## config.mk

```make
export PLATFORM = sky130hd
export DESIGN_NAME = lru_binding_pool
export DESIGN_NICKNAME = d
export VERILOG_FILES = /design/src/design/lbp_pkg.sv /design/src/design/lbp_slot_mem.sv /design/src/design/lru_binding_pool.sv
export SDC_FILE = /design/constraint.sdc
export NUM_CORES = 2
export LEC_CHECK = 0
export BUFFER_PORTS_ARGS = -buffer_cell sky130_fd_sc_hd__buf_4
export CAP_MARGIN = 40
export CORE_MARGIN = 2
export CORE_UTILIZATION = 65
export DETAILED_ROUTE_END_ITERATION = 10
export PLACE_DENSITY = 0.82
export SYNTH_ARGS = -nofsm -noshare
export SYNTH_HDL_FRONTEND = slang
export SYNTH_SLANG_ARGS = --single-unit
```

## constraint.sdc

```tcl
create_clock -name clk -period 13.5 [get_ports clk]
set_clock_uncertainty 0.1 [all_clocks]
set_input_delay 1.35 -clock clk [delete_from_list [all_inputs] [get_ports clk]]
set_output_delay 1.35 -clock clk [all_outputs]
set_load 0.01 [all_outputs]
```

## src/design/lbp_pkg.sv

```systemverilog
`timescale 1ns / 1ps
// lbp_pkg: shared widths and the slot entry type of the binding pool.
// No dependencies; used by lbp_slot_mem, lru_binding_pool and lbp_checker.
package lbp_pkg;

  localparam int KEY_W      = 64;
  localparam int STAMP_W    = 64;
  localparam int HANDLE_W   = 32;
  localparam int SLOT_OUT_W = 4;
  localparam int CAP_W      = 5;
  localparam logic [CAP_W-1:0] CAP_RESET = 5'd16;

  // One pool entry as kept in the slot memory.
  typedef struct packed {
    logic [KEY_W-1:0]   key;
    logic [STAMP_W-1:0] stamp;
  } lbp_entry_t;

endpackage

```

## src/design/lbp_slot_mem.sv

```systemverilog
`timescale 1ns / 1ps
// lbp_slot_mem: key/stamp store of the binding pool, one read and one write port.
// Depends on lbp_pkg (lbp_entry_t). Read data is registered.
module lbp_slot_mem
  import lbp_pkg::*;
#(
  parameter int DEPTH = 16,
  parameter int AW    = 4
) (
  input  logic          clk,
  input  logic          rd_en,
  input  logic [AW-1:0] rd_addr,
  output lbp_entry_t    rd_data,
  input  logic          wr_en,
  input  logic [AW-1:0] wr_addr,
  input  lbp_entry_t    wr_data
);

  lbp_entry_t mem [DEPTH];

  always_ff @(posedge clk) begin
    if (wr_en) begin
      mem[wr_addr] <= wr_data;
    end
  end

  always_ff @(posedge clk) begin
    if (rd_en) begin
      rd_data <= mem[rd_addr];
    end
  end

endmodule

```

## src/design/lru_binding_pool.sv

```systemverilog
`timescale 1ns / 1ps
// lru_binding_pool: fully associative LRU pool of format keys, top level.
// Depends on lbp_pkg and lbp_slot_mem.
//
//  channel   | signals                          | dir | notes
//  ----------+----------------------------------+-----+------------------------------
//  request   | in_valid in_ready format_key     | in  | one item in flight at a time
//            | index_handle                     |     |
//  result    | out_valid out_ready slot hit ... | out | registered, holds while stalled
//  config    | cfg_we cfg_data                  | in  | pool_capacity, write only
//
// Sequence: S_IDLE accepts an item, S_SCAN issues one memory read per filled
// slot, S_LAST drains the read pipe and S_WRITE writes back, waiting while the
// previous result is held; an empty pool skips scan and drain. The single read
// port of the slot memory sets the length of the scan.
// Reset: pool empty, nothing bound, use counter zero, capacity 16. The slot
// memory is not cleared; only entries below the fill count are ever read.
// Stalls: the result register frees the input side; a new item is taken while a
// result waits, and write-back waits only if the previous result is still held.
module lru_binding_pool
  import lbp_pkg::*;
#(
  parameter int MAX_SLOTS = 16
) (
  input  logic                  clk,
  input  logic                  rst,
  // configuration
  input  logic                  cfg_we,
  input  logic [CAP_W-1:0]      cfg_data,
  // request
  input  logic                  in_valid,
  output logic                  in_ready,
  input  logic [KEY_W-1:0]      format_key,
  input  logic [HANDLE_W-1:0]   index_handle,
  // result
  output logic                  out_valid,
  input  logic                  out_ready,
  output logic [SLOT_OUT_W-1:0] slot,
  output logic                  hit,
  output logic                  evicted,
  output logic                  bind_changed,
  output logic                  invalidate_index_cache,
  output logic                  define_needed,
  output logic [HANDLE_W-1:0]   bind_index_handle
);

  localparam int SLOT_W = (MAX_SLOTS > 1) ? $clog2(MAX_SLOTS) : 1;
  localparam int CNT_W  = $clog2(MAX_SLOTS + 1);
  localparam int EW     = (CNT_W > CAP_W) ? CNT_W : CAP_W;
  localparam int SX     = (SLOT_W > SLOT_OUT_W) ? SLOT_W : SLOT_OUT_W;

  localparam logic [1:0] S_IDLE  = 2'd0;
  localparam logic [1:0] S_SCAN  = 2'd1;
  localparam logic [1:0] S_LAST  = 2'd2;
  localparam logic [1:0] S_WRITE = 2'd3;

  logic [1:0]          state;
  logic [CAP_W-1:0]    cap_reg;
  logic [CNT_W-1:0]    filled;
  logic [STAMP_W-1:0]  use_counter;
  logic [SLOT_W-1:0]   bound_slot;
  logic                bound_valid;

  // request held for the duration of the scan
  logic [KEY_W-1:0]    req_key;
  logic [HANDLE_W-1:0] req_handle;

  // scan pointer and compare stage
  logic [SLOT_W-1:0]   ptr;
  logic                cmp_valid;
  logic [SLOT_W-1:0]   cmp_addr;
  logic                found;
  logic [SLOT_W-1:0]   match_slot;
  logic [STAMP_W-1:0]  best_stamp;
  logic [SLOT_W-1:0]   lru_slot;

  lbp_entry_t          rd_entry;
  lbp_entry_t          wr_entry;
  logic                rd_en;
  logic                wr_en;
  logic                accept;
  logic                ptr_last;

  // write-back decision
  logic [EW-1:0]       cap_w;
  logic [EW-1:0]       cap_eff;
  logic                has_room;
  logic [SLOT_W-1:0]   sel_slot;
  logic                sel_evict;
  logic                sel_changed;
  logic [STAMP_W-1:0]  use_counter_next;
  logic [SX-1:0]       sel_slot_wide;

  assign in_ready = (state == S_IDLE);
  assign accept   = in_valid && in_ready;
  assign rd_en    = (state == S_SCAN);
  assign ptr_last = ((CNT_W'(ptr) + CNT_W'(1)) == filled);
  // write-back fires once the result register is free
  assign wr_en    = (state == S_WRITE) && (!out_valid || out_ready);

  // capacity clamped to 1..MAX_SLOTS
  always_comb begin
    cap_w = EW'(cap_reg);
    priority if (cap_w == '0) begin
      cap_eff = EW'(1);
    end else if (cap_w > EW'(MAX_SLOTS)) begin
      cap_eff = EW'(MAX_SLOTS);
    end else begin
      cap_eff = cap_w;
    end
  end

  always_comb begin
    has_room         = (EW'(filled) < cap_eff);
    sel_evict        = !found && !has_room;
    use_counter_next = use_counter + STAMP_W'(1);
    priority if (found) begin
      sel_slot = match_slot;
    end else if (has_room) begin
      sel_slot = filled[SLOT_W-1:0];
    end else begin
      sel_slot = lru_slot;
    end
    sel_changed    = !bound_valid || (bound_slot != sel_slot);
    sel_slot_wide  = SX'(sel_slot);
    wr_entry.key   = req_key;
    wr_entry.stamp = use_counter_next;
  end

  lbp_slot_mem #(
    .DEPTH (MAX_SLOTS),
    .AW    (SLOT_W)
  ) u_mem (
    .clk     (clk),
    .rd_en   (rd_en),
    .rd_addr (ptr),
    .rd_data (rd_entry),
    .wr_en   (wr_en),
    .wr_addr (sel_slot),
    .wr_data (wr_entry)
  );

  // Sequencer: scan every filled slot, drain the last read, then write back.
  always_ff @(posedge clk) begin
    if (rst) begin
      state <= S_IDLE;
      ptr   <= '0;
    end else begin
      unique case (state)
        S_IDLE: begin
          if (accept) begin
            ptr <= '0;
            if (filled == '0) begin
              state <= S_WRITE;
            end else begin
              state <= S_SCAN;
            end
          end
        end
        S_SCAN: begin
          ptr <= ptr + SLOT_W'(1);
          if (ptr_last) begin
            state <= S_LAST;
          end
        end
        S_LAST: begin
          state <= S_WRITE;
        end
        S_WRITE: begin
          if (wr_en) begin
            state <= S_IDLE;
          end
        end
        default: begin
          state <= S_IDLE;
        end
      endcase
    end
  end

  always_ff @(posedge clk) begin
    if (accept) begin
      req_key    <= format_key;
      req_handle <= index_handle;
    end
  end

  // Compare stage: first key match in slot order, smallest stamp with lowest
  // slot winning ties (strict less-than keeps the earlier slot).
  always_ff @(posedge clk) begin
    if (rst) begin
      cmp_valid <= 1'b0;
      found     <= 1'b0;
    end else begin
      cmp_valid <= rd_en;
      if (accept) begin
        found <= 1'b0;
      end else if (cmp_valid && !found && (rd_entry.key == req_key)) begin
        found <= 1'b1;
      end
    end
  end

  always_ff @(posedge clk) begin
    cmp_addr <= ptr;
    if (cmp_valid && !found && (rd_entry.key == req_key)) begin
      match_slot <= cmp_addr;
    end
    if (cmp_valid && ((cmp_addr == '0) || (rd_entry.stamp < best_stamp))) begin
      best_stamp <= rd_entry.stamp;
      lru_slot   <= cmp_addr;
    end
  end

  // Pool state and configuration.
  always_ff @(posedge clk) begin
    if (rst) begin
      cap_reg     <= CAP_RESET;
      filled      <= '0;
      use_counter <= '0;
      bound_slot  <= '0;
      bound_valid <= 1'b0;
    end else begin
      if (cfg_we) begin
        cap_reg <= cfg_data;
      end
      if (wr_en) begin
        use_counter <= use_counter_next;
        bound_slot  <= sel_slot;
        bound_valid <= 1'b1;
        if (!found && has_room) begin
          filled <= filled + CNT_W'(1);
        end
      end
    end
  end

  // Result register.
  always_ff @(posedge clk) begin
    if (rst) begin
      out_valid <= 1'b0;
    end else if (wr_en) begin
      out_valid <= 1'b1;
    end else if (out_ready) begin
      out_valid <= 1'b0;
    end
  end

  always_ff @(posedge clk) begin
    if (wr_en) begin
      slot                   <= sel_slot_wide[SLOT_OUT_W-1:0];
      hit                    <= found;
      evicted                <= sel_evict;
      bind_changed           <= sel_changed;
      invalidate_index_cache <= !found || sel_changed;
      define_needed          <= !found;
      bind_index_handle      <= req_handle;
    end
  end

endmodule

```

==> summary.md <==
| Metric | Value |
|---|---|
| Initial antenna violation count | 4 |
| Total gr overflow | 0 |
| CP Class | reg2reg |
| CTS buffer count | 226 |
| Vias in the first global route | ~49k |
| WP data arrival | 6090 ps |
| PwrDens | between 150 and 200 nW/µm² |
| Area growth from synthesis to layout | 13.2% |
| Reg-to-reg slack, setup | 7850 ps |
| Final nets | 4793 |
| Die width | 385 µm |
| Hold WS | approximately 320 ps |
| Final worst-path cycle share | roughly two fifths |
| Top Ports | 149 |
| First-pass GRT wire length | between 300 and 400 mm |
| IO buf count | 148 |
| Post-Syn Area | 94500 µm² |
| Die area | 148000 µm² |
| CTS tree | done |
| Final non-filler cell total | 6709 |
| Post-synth top cells | 2385 x edfxtp_1, 629 x mux4_2, 149 x nor2_1, 127 x clkbuf_1, 102 x inv_1 |
| Dominant synthesized flop cell | edfxtp_1 |
| # rows | 139 |
| Reg2reg path depth | 14 |
| Seq/Total Area, Yosys | between 70 and 80% |
| Pleak | 36.0 nW |
| Largest Register | u_mem.mem |
| Hold buffer count at cts | 0 |
| Ranking of synthesized cells by area | edfxtp_1 76%, mux4_2 15%, dfxtp_1 1.9% |
| Top Registers | u_mem.mem: 2048 flops, u_mem.rd_data: 128 flops |
| Final Max Tran Viols | 0 |
| Min Tclk post-route | 5650 ps |
| Syn nets | between 4k and 5k |
| Critical R2R Launch | cap_reg[4] |
| Endpoints failing setup | 0 |
| Initial Util | between 60% and 70% |
| Hold endpoint | bind_index_handle[29] |
| Cells after synthesis | 4255 |
| Via count | between 40k and 50k |
| 1st-iter DRT viols | 7174 |
| Antenna-violating nets left | 0 |
| Final TNS setup | 0 ps |
| CTS Sinks | 2477 |
| WL per Instance | 36.6 µm |
| Final wirelength | 245 mm |
| Crit Path Max Fanout | 41 |
| Worst Setup End Kind | flop |
| RSZ-0062 raised after global routing | false |
| CTS H-tree lvls | 4 |
| Dpl ws | just under 8000 ps |
| Final hold viol count | 0 |
| Number of synthesized register bits | 2477 |
| Cell taking the most area after synthesis | edfxtp_1 |
| Root Driver | clkbuf_16 |
| Clock Path Buffers | 3 |
| Residual DRC | 0 |
| Clock transition at the registers of the reported paths | 60 ps |
| Mean post-synth cell area | 22.2 µm² |
| Hold Path Origin | req_handle[29] |
| Post-synth top area share | 75.8% |
| Post-synth EDFFs | 2385 |
| Vias per cell | 7.14 |
| Worst R2R End | u_mem.mem[11][15] |
| Max reg flops | 2048 |
| Max VDD drop | 0.000275 V |
| Fmax | 177 MHz |
| Slew margin rel. | around 29% |
| Filler cell count | 7133 |
| YS warnings | 0 |
| Placed insts | 6280 |
| Gr usage total | 33.7% |
| Postcts setup bufs | 0 |
| Most common cell in the netlist | edfxtp_1 |
| Core area | 144000 µm² |
| Worst Hold Class | reg2reg |
| Final worst setup slack | 7850 ps |
| Status | finished, final reports clean |
| Max Cap Violations | 0 |
| Unique masters post-synth | 65 |
| CP Data Required Time | 13940 ps |
| Layout cells sized above 1 | 27.4% |
| Worst-margin pin slew | 1070 ps |
| Worst Hold Depth | 0 |
| GPL Wtd Cong | 0.822 |
| Final core utilization | 74.3% |
| Post-DP HPWL | 120 mm |
| Pin count of the biggest net entering global routing | 147 |
| 1st-pass router iterations | 5 |
| Post-synth ARST share | 0% |
| Worst skew pair latency | 870 ps |
| Die Y | 385 µm |
| Worst Setup Start Kind | flop |
| Post-CTS resize count | 0 |
-- stage by stage --
stage	power, mW	instance area, µm²
finish	17.8	107000
CTS	17.8	107000
global route	18.2	107000
global placement	11.1	98100
floorplan	10.5	94500
detailed placement	11.2	99400
-- logic make-up (layout without fill, tap and decap cells) --
logic type	Yosys count	in the layout	synth area share [%]
and+or+nand+nor	441	441	2.29
xor gates and xnor gates	171	171	1.58
AOI/OAI and AO/OA	151	151	1.05
other	0	3	0
adders and majority gates	75	75	0.993
muxes	647	647	15.2
buffers and inverters	293	841	1.19
DFF	2477	2477	77.7
-- per-layer routing --
metal | global-route usage [%] | vias up | wire (µm)
met4 | 14.3 | 2 | 11400
met3 | 6.68 | 668 | 25400
met5 | 0 | - | 17
met1 | 44.7 | 24959 | 83900
li1 | - | 18365 | -
met2 | 55.6 | 3879 | 125000
-- worst max path at each step --
stage               start                end  slack [ps]  depth (start not counted)
5_1_grt        cap_reg[4]  u_mem.mem[11][15]        7610                         14
6_report       cap_reg[4]  u_mem.mem[11][15]        7850                         14
3_3_place_gp    out_ready   u_mem.mem[9][71]        7010                         10
4_1_cts        cap_reg[4]   u_mem.mem[11][9]        7940                         14
3_5_place_dp    out_ready  u_mem.mem[11][68]        7840                         11
2_1_floorplan   out_ready   u_mem.mem[13][0]        3890                          6
-- placed cells by master (no fill, tap or decap), types with 26 or more instances in the layout --
| cell | count |
|---|---|
| mux4_2 | 629 |
| a21oi_1 | 47 |
| edfxtp_1 | 2385 |
| nand2_1 | 82 |
| clkinv_1 | 43 |
| o21ai_0 | 26 |
| clkinv_2 | 35 |
| nor3_1 | 28 |
| clkbuf_16 | 232 |
| clkbuf_1 | 53 |
| nand3_1 | 34 |
| buf_4 | 270 |
| bufinv_16 | 29 |
| nand4_1 | 40 |
| nor2_1 | 133 |
| dfxtp_1 | 88 |
| xor2_1 | 86 |
| inv_1 | 102 |
| xnor2_1 | 84 |
| ha_1 | 74 |
-- report_power, final --
group	leakage (nW)	switching [mW]	internal, mW
logic	7.73	1.10	0.805
clock network	3.66	2.87	3.74
registers	24.6	0.329	8.94
total	36.0	4.30	13.5
-- layout make-up --
cell class / count / area [µm²] / area share, %
clock buffers: 293 / 6110 / 5.71
well taps: 1903 / 2380 / 2.23
multi-input cells: 1485 / 20100 / 18.8
clock inverters: 126 / 1410 / 1.32
repair buffers: 319 / 3120 / 2.92
flip-flops and latches: 2477 / 73500 / 68.7
inverters: 103 / 387 / 0.361
diodes: 3 / 7.51 / 0.00702
-- critical path: stages, from the launching register on --
cell	delay, ps
dfxtp_1	310
inv_1	130
nand2_1	80
ha_1	290
inv_1	40
o311ai_0	310
buf_1	260
a21oi_1	180
o211ai_1	390
nand3_1	440
nor2_4	360
buf_4	630
buf_4	800
buf_4	610
buf_12	290
Power figures use the tool's default switching activity.
